--- config.mk ---
export PLATFORM = sky130hd
export DESIGN_NAME = sact_front
export DESIGN_NICKNAME = d
export VERILOG_FILES = /design/src/sact_pkg.sv /design/src/sact_front.sv
export SDC_FILE = /design/constraint.sdc
export NUM_CORES = 1
export LEC_CHECK = 0
export BUFFER_PORTS_ARGS = -buffer_cell sky130_fd_sc_hd__buf_2
export CORE_ASPECT_RATIO = 2
export CORE_MARGIN = 3
export CORE_UTILIZATION = 55
export CTS_CLUSTER_SIZE = 24
export DETAILED_ROUTE_END_ITERATION = 10
export PLACE_DENSITY = 0.78
export SLEW_MARGIN = 0
export SYNTH_ARGS = -nofsm -noshare
export SYNTH_HDL_FRONTEND = slang
export SYNTH_SLANG_ARGS = --single-unit
--- constraint.sdc ---
create_clock -name aclk -period 4.2 [get_ports aclk]
set_clock_uncertainty 0.1 [all_clocks]
set_input_delay 0.84 -clock aclk [delete_from_list [all_inputs] [get_ports aclk]]
set_output_delay 0.84 -clock aclk [all_outputs]
set_load 0.03 [all_outputs]
--- src/sact_pkg.sv ---
// package: shared constants and types of the cache tag lookup
package sact_pkg;
    localparam int MAX_SETS_DEF   = 256;
    localparam int MAX_WAYS_DEF   = 8;
    localparam int ADDR_WIDTH_DEF = 32;
    localparam int TAG_W          = 32;
    localparam int SET_OUT_W      = 8;
    localparam int RANK_W         = 3;
    localparam logic [RANK_W-1:0] RANK_MAX = 3'd7;
    localparam logic [15:0] LFSR_RESET = 16'd44257;

    localparam logic [2:0] CFG_WAY_BITS    = 3'd0;
    localparam logic [2:0] CFG_SET_BITS    = 3'd1;
    localparam logic [2:0] CFG_OFFSET_BITS = 3'd2;
    localparam logic [2:0] CFG_POLICY      = 3'd3;
    localparam logic [2:0] CFG_WT          = 3'd4;

    localparam logic [1:0] POL_FIFO       = 2'd0;
    localparam logic [1:0] POL_LRU        = 2'd1;
    localparam logic [1:0] POL_RANDOM     = 2'd2;
    localparam logic [1:0] POL_RANDOM_ALT = 2'd3;

    typedef struct packed {
        logic [1:0] way_bits;
        logic [3:0] set_bits;
        logic [3:0] offset_bits;
        logic [1:0] policy;
        logic       write_through;
    } cfg_t;

    function automatic logic [15:0] lfsr_step(input logic [15:0] l);
        logic b;
        b = l[0] ^ l[2] ^ l[3] ^ l[5];
        return {b, l[15:1]};
    endfunction
endpackage

--- src/sact_front.sv ---
// front end: accepts accesses, splits address into set and tag, queues them
module sact_front
    import sact_pkg::*;
#(
    parameter int MAX_SETS   = MAX_SETS_DEF,
    parameter int ADDR_WIDTH = ADDR_WIDTH_DEF
) (
    input  logic                        aclk,
    input  logic                        aresetn,
    input  cfg_t                        cfg,
    input  logic                        s_valid,
    output logic                        s_ready,
    input  logic                        s_func,
    input  logic [ADDR_WIDTH-1:0]       s_address,
    output logic                        q_valid,
    input  logic                        q_pop,
    output logic                        q_func,
    output logic [$clog2(MAX_SETS)-1:0] q_set,
    output logic [SET_OUT_W-1:0]        q_set_raw,
    output logic [TAG_W-1:0]            q_tag
);
    localparam int SW = (MAX_SETS > 1) ? $clog2(MAX_SETS) : 1;
    localparam int EW = 1 + SW + SET_OUT_W + TAG_W;
    logic [EW-1:0] q_reg [2];
    logic [1:0] cnt_reg, cnt_next;
    logic rd_reg, wr_reg;
    logic [3:0] sb;
    logic [ADDR_WIDTH-1:0] sh;
    logic [7:0] set_raw;
    logic [TAG_W-1:0] tag;
    logic [ADDR_WIDTH-1:0] tsh;
    logic push;

    assign sb = (cfg.set_bits > 4'd8) ? 4'd8 : cfg.set_bits;
    assign sh = s_address >> cfg.offset_bits;
    assign set_raw = sh[7:0] & 8'((9'd1 << sb) - 9'd1);
    assign tsh = sh >> sb;
    assign tag = TAG_W'(tsh);
    assign s_ready = (cnt_reg != 2'd2);
    assign push = s_valid && s_ready;
    assign q_valid = (cnt_reg != 2'd0);
    assign {q_func, q_set, q_set_raw, q_tag} = q_reg[rd_reg];

    always_comb begin
        cnt_next = cnt_reg;
        if (push && !q_pop) begin
            cnt_next = cnt_reg + 2'd1;
        end else if (!push && q_pop) begin
            cnt_next = cnt_reg - 2'd1;
        end
    end

    always_ff @(posedge aclk) begin
        if (!aresetn) begin
            cnt_reg <= '0;
            rd_reg <= 1'b0;
            wr_reg <= 1'b0;
        end else begin
            cnt_reg <= cnt_next;
            if (push) begin
                wr_reg <= !wr_reg;
            end
            if (q_pop) begin
                rd_reg <= !rd_reg;
            end
        end
    end

    always_ff @(posedge aclk) begin
        if (push) begin
            q_reg[wr_reg] <= {s_func, SW'(set_raw), set_raw, tag};
        end
    end
endmodule

Yosys cells after proc, flatten, opt, wreduce, memory -nomap -nowiden
Memories as Yosys holds them, arrays and structs flattened. A register that Yosys moved wholly into a read port is not among the register bits.
Cells that the tools add are included.
{"block": "word_totals", "ff_bits": 4, "mem_bits_rw": 98, "input_bits": 50, "output_inout_bits": 51, "word_cells": 29, "memories": 1}
{"block": "classes", "addsub": 3, "magnitude_cmp": 1, "eq_ne": 1, "shift": 3, "muxes": 7, "bitwise_logic": 1, "n_reduce_logical": 9}
{"name": "q_reg", "words": 2, "word_bits": 49, "read_ports": 1, "rd_clocked_by_memory_dff": 1, "wr": 1, "line": "sact_front.sv:24", "source": "logic [EW-1:0] q_reg [2];"}
{"cell": "32-bit by 4-bit right shift with 32-bit output", "n": 2}
{"cell": "8-bit AND", "n": 1}
{"cell": "1-bit by 4-bit left shift with 8-bit output (first input constant)", "n": 1}
{"cell": "8-bit by 1-bit subtractor with 8-bit output (second input constant)", "n": 1}
{"cell": "4-bit > comparator (second input constant)", "n": 1}
{"cell": "1-bit logical NOT", "n": 4}
{"cell": "1-bit 2-to-1 mux", "n": 4}
{"cell": "2-bit 2-to-1 mux", "n": 2}
{"cell": "4-bit 2-to-1 mux", "n": 1}
{"cell": "2-bit nonzero test", "n": 2}
{"cell": "1-bit logical AND", "n": 3}
{"cell": "2-bit by 1-bit adder with 2-bit output (second input constant)", "n": 1}
{"cell": "2-bit != test (second input constant)", "n": 1}
{"cell": "2-bit by 1-bit subtractor with 2-bit output (second input constant)", "n": 1}

Longest topological paths before layout
{"block": "depth", "ltp_word": 6, "ltp_mapped": 10, "mapped_depth_nobuf": 7}

Worst setup path after synthesis
Ideal clock, no wire load.
{"block": "synth_timing", "path_type": "input-to-reg", "from": "input s_valid", "to": "memory q_reg[0][0] in the netlist's numbering, enable pin", "setup_time_ps": 441, "t_arrival_ps": 2676, "setup_slack_ps": 983, "stages": 2, "path_cell_list": "nand2_1 > nor2_1"}
{"block": "synth_between", "elab_chain_len": 3}
{"item": "from (decl)", "line": "sact_front.sv:11", "source": "input logic s_valid,"}
{"item": "1-bit logical AND", "line": "sact_front.sv:40", "source": "assign push = s_valid && s_ready;"}
{"item": "1-bit 2-to-1 mux", "line": "sact_front.sv:70", "source": "if (push) begin"}
{"item": "1-bit 2-to-1 mux (implied by the code)", "line": "sact_front.sv:71", "source": "q_reg[wr_reg] <= {s_func, SW'(set_raw), set_raw, tag};"}
{"item": "to (decl)", "line": "sact_front.sv:24"}
No other way between the ends.

Worst setup path in the final report
{"block": "layout_timing", "from": "input cfg[4] in the netlist's numbering", "to": "memory q_reg[1][17] in the netlist's numbering (data pin)"}
{"block": "layout_between", "elab_chain_len": 2}
{"item": "from (decl)", "line": "sact_front.sv:10", "source": "input cfg_t cfg,"}
{"item": "32-bit by 4-bit right shift with 32-bit output", "line": "sact_front.sv:35", "source": "assign sh = s_address >> cfg.offset_bits;"}
{"item": "32-bit by 4-bit right shift with 32-bit output", "line": "sact_front.sv:37", "source": "assign tsh = sh >> sb;"}
{"item": "net tag[17]", "line": "sact_front.sv:30", "source": "logic [TAG_W-1:0] tag;"}
The timed path passes the listed nets, and every way through them passes these cells.

==> flow_metrics.tcl <==
set metrics [dict create \
    path_cells "buf_2 -> buf_12 -> mux4_2 -> mux2_2 -> o22ai_1 -> a21oi_1 -> a211oi_1 -> o221ai_1" \
    powerDensity_nw_per_um2 391 \
    pwr-share-comb_pct 35.4 \
    n_antenna_cell 0 \
    ff2ff_setup_slack_ns 2.12 \
    worst_pin_slew_ns 1.18 \
    cts_hold_buffers 0 \
    crit_type "primary input to register" \
    synth_cell_types 56 \
    vias 5470 \
    drt_iter0_markers 563 \
    yosysSeqAreaShare_pct 38.8 \
    p_sw_share_pct 33.4 \
    postCtsSetupBuffers 0 \
    finalHoldViolations 0 \
    min_to "cnt_reg[1]" \
    hp-start "cnt_reg[1]" \
    required_ns 4.14 \
    ctsRootBufferMaster "clkbuf_16" \
    whs_ns 0.418 \
    timing.critical_path.from_type "primary input" \
    finalWorstPathRequiredPeriod_ns 3.51 \
    cts-htree-levels 3 \
    drc 0 \
    grt_max_degree 43 \
    portBuffers 95 \
    clock_sinks 87 \
    r2r_end "q_reg[0][43]" \
    worstSetupEndpointType "register" \
    worstPathMaxFanout 32 \
    core_um2 11700 \
    syn_avg_cell_area_um2 11.4 \
    synth_nets 629 \
    whs_path_depth 2 \
    nFillCells 917 \
    grt_setup_unrepaired "false" \
    nets 703 \
    relSlewSlack_pct 21.2 \
    io_pins 101 \
    die_h_um 161 \
    critPathSlowestCell "mux4_2" \
    firstDrtPassIters 6 \
    die_area_um2 13400 \
    drtAntennaViolNets 0 \
    synthCells 577 \
    grtUsageTotal_pct 28.3 \
    final.setup.tns_ns 0 \
    start_util_pct 56.4 \
    internal-power_mw 1.94 \
    grt_pass1_vias 5541 \
    ys_async_sr_fraction_pct 0 \
    outcome "finished, final reports clean" \
    die_w_um 83.5 \
    clock_latency_ns 0.33 \
    hpwl_um 14200 \
    rows 56 \
    worstPathArrival_ns 3.46 \
    wl_per_cell_um 23.5 \
    fin_crit_sh_pct 83.7 \
    grt_pass1_wl_um 29800 \
    cap_violations 0 \
    setup_viol 0 \
    largest_register_ff_count 82 \
    cts_resized 0 \
    drive_above_1_share_pct 39.0 \
    cts_tree "built" \
    pwr-share-clk_pct 26.4 \
    switchingPower_mw 0.975 \
    synth_top_flop_cell "edfxtp_1" \
    syn2layout_area_growth_pct 13.1 \
    cts_buffers 9 \
    synth_seq_cells 87 \
    cts.clk_slew.worst_paths_ns 0.06 \
    synth_area_um2 6600 \
    routabilityCongestion 0.994 \
    ff2ff_path_depth 3 \
    synth_warnings 0 \
    fmax_mhz 285 \
    r2r-start "cnt_reg[0]" \
    clockBufferDepth 2 \
    synth_edf_count 82 \
    ir_drop_mv 0.343 \
    gr-total-overflow 0 \
    p_seq_share_pct 38.2 \
    p_leak_nw 2.77 \
    antenna_found_initial 0 \
    wl_um 18800 \
    report.final.slew_viol_count 0 \
    cpPeakStageDelay_ns 0.59 \
    hold_path_class "register to register" \
    vias_per_cell 6.83 \
]
## worst max-delay path: cells and delay by family
| family | cells | cell delay (ns) |
|---|---|---|
| muxes | 2 | 0.94 |
| buffers and inverters | 2 | 0.68 |
| AOI/OAI and AO/OA | 4 | 0.98 |
## worst max path at each step
| stage | from | end | slack, ns | cells after the start |
|---|---|---|---|---|
| after CTS | cfg[4] | q_reg[0][12] | 0.77 | 7 |
| after global routing | cfg[4] | q_reg[0][4] | 0.55 | 7 |
| final | cfg[4] | q_reg[1][17] | 0.69 | 8 |
| after floorplan | s_valid | q_reg[0][0] | 0.98 | 2 |
| after detailed placement | cfg[4] | q_reg[0][16] | 0.44 | 7 |
| after global placement | cfg[4] | q_reg[0][17] | 0.48 | 8 |
## stage by stage
step	area [um2]	utilization [%]	setup slack, ns	power, mW	cells
after floorplan	6600	-	0.983	1.87	577
after global placement	7170	61.3	0.476	2.12	785
after detailed placement	7170	61.3	0.437	2.15	785
after CTS	7460	63.8	0.771	2.92	801
after global routing	7460	63.8	0.551	3.04	801
final	7460	63.8	0.687	2.92	801
## routing by layer
metal  GRT usage, %  up-vias  routed length [um]
met3           4.16       89                1120
met4           23.3        0                1730
met2           50.6      325                9870
met5              0        -                   0
met1           28.6     2623                6130
li1               -     2433                   -
## cell type report
type | count | area (um2) | share of cell area [%]
clock buffers | 12 | 246 | 3.30
clock inverters | 4 | 45.0 | 0.604
inverters | 9 | 33.8 | 0.453
multi-input cells | 424 | 3720 | 49.8
flip-flops and latches | 87 | 2560 | 34.3
well taps | 145 | 181 | 2.43
repair buffers | 120 | 676 | 9.05
## layout by cell type (no fill, tap or decap), types with 4 or more instances in the layout
master     synthesis  routed
buf_2             11      95
edfxtp_1          82      82
mux2_2            64      64
mux4_2            44      44
nor2_1            43      42
nand2_1           41      41
mux2i_1           25      25
buf_4              8      24
a21oi_1           22      22
o21ai_0           17      17
o211ai_1          17      17
o22ai_1           13      13
and2_1            13      13
o221ai_1          12      12
nor3_1            10      10
clkbuf_16          0       9
nor2b_1            9       8
nand3_1            8       8
inv_1              7       7
or2_2              7       7
a22o_1             7       7
a221oi_1           7       7
a22oi_1            7       7
nand2b_1           6       6
or3_1              5       5
dfxtp_1            5       5
a32oi_1            4       4
a211oi_1           4       4
## cell usage after synthesis, drive strengths merged, types with 10 or more instances
library cell,n,area (um2)
o21ai,17,85.1
mux2i,25,250
nor3,10,50.1
o22ai,13,81.3
a21oi,22,110
o221ai,12,105
edfxtp,82,2460
mux4,45,1020
mux2,64,721
clkbuf,29,109
nand2,41,154
nor2,44,168
and2,13,81.3
buf,28,189
o211ai,17,128
## kinds of logic after synthesis
family                   after synthesis  synth area share, %
AO/OA/AOI/OAI                        132                 14.2
flip-flops                            87                 38.8
XOR/XNOR                               3                0.398
multiplexers                         134                 30.1
AND/OR/NAND/NOR                      153                 11.1
buffers and inverters                 66                 5.02
adder cells (fa/ha/maj)                2                0.379
## power by group through the flow
stage	clock, mW	combinational, mW	sequential (mW)
2_1_floorplan	0	0.748	1.12
3_3_place_gp	0	0.997	1.12
3_5_place_dp	0	1.02	1.13
4_1_cts	0.780	1.02	1.12
5_1_grt	0.818	1.10	1.12
6_report	0.770	1.03	1.12
Power figures use the tool's default switching activity.
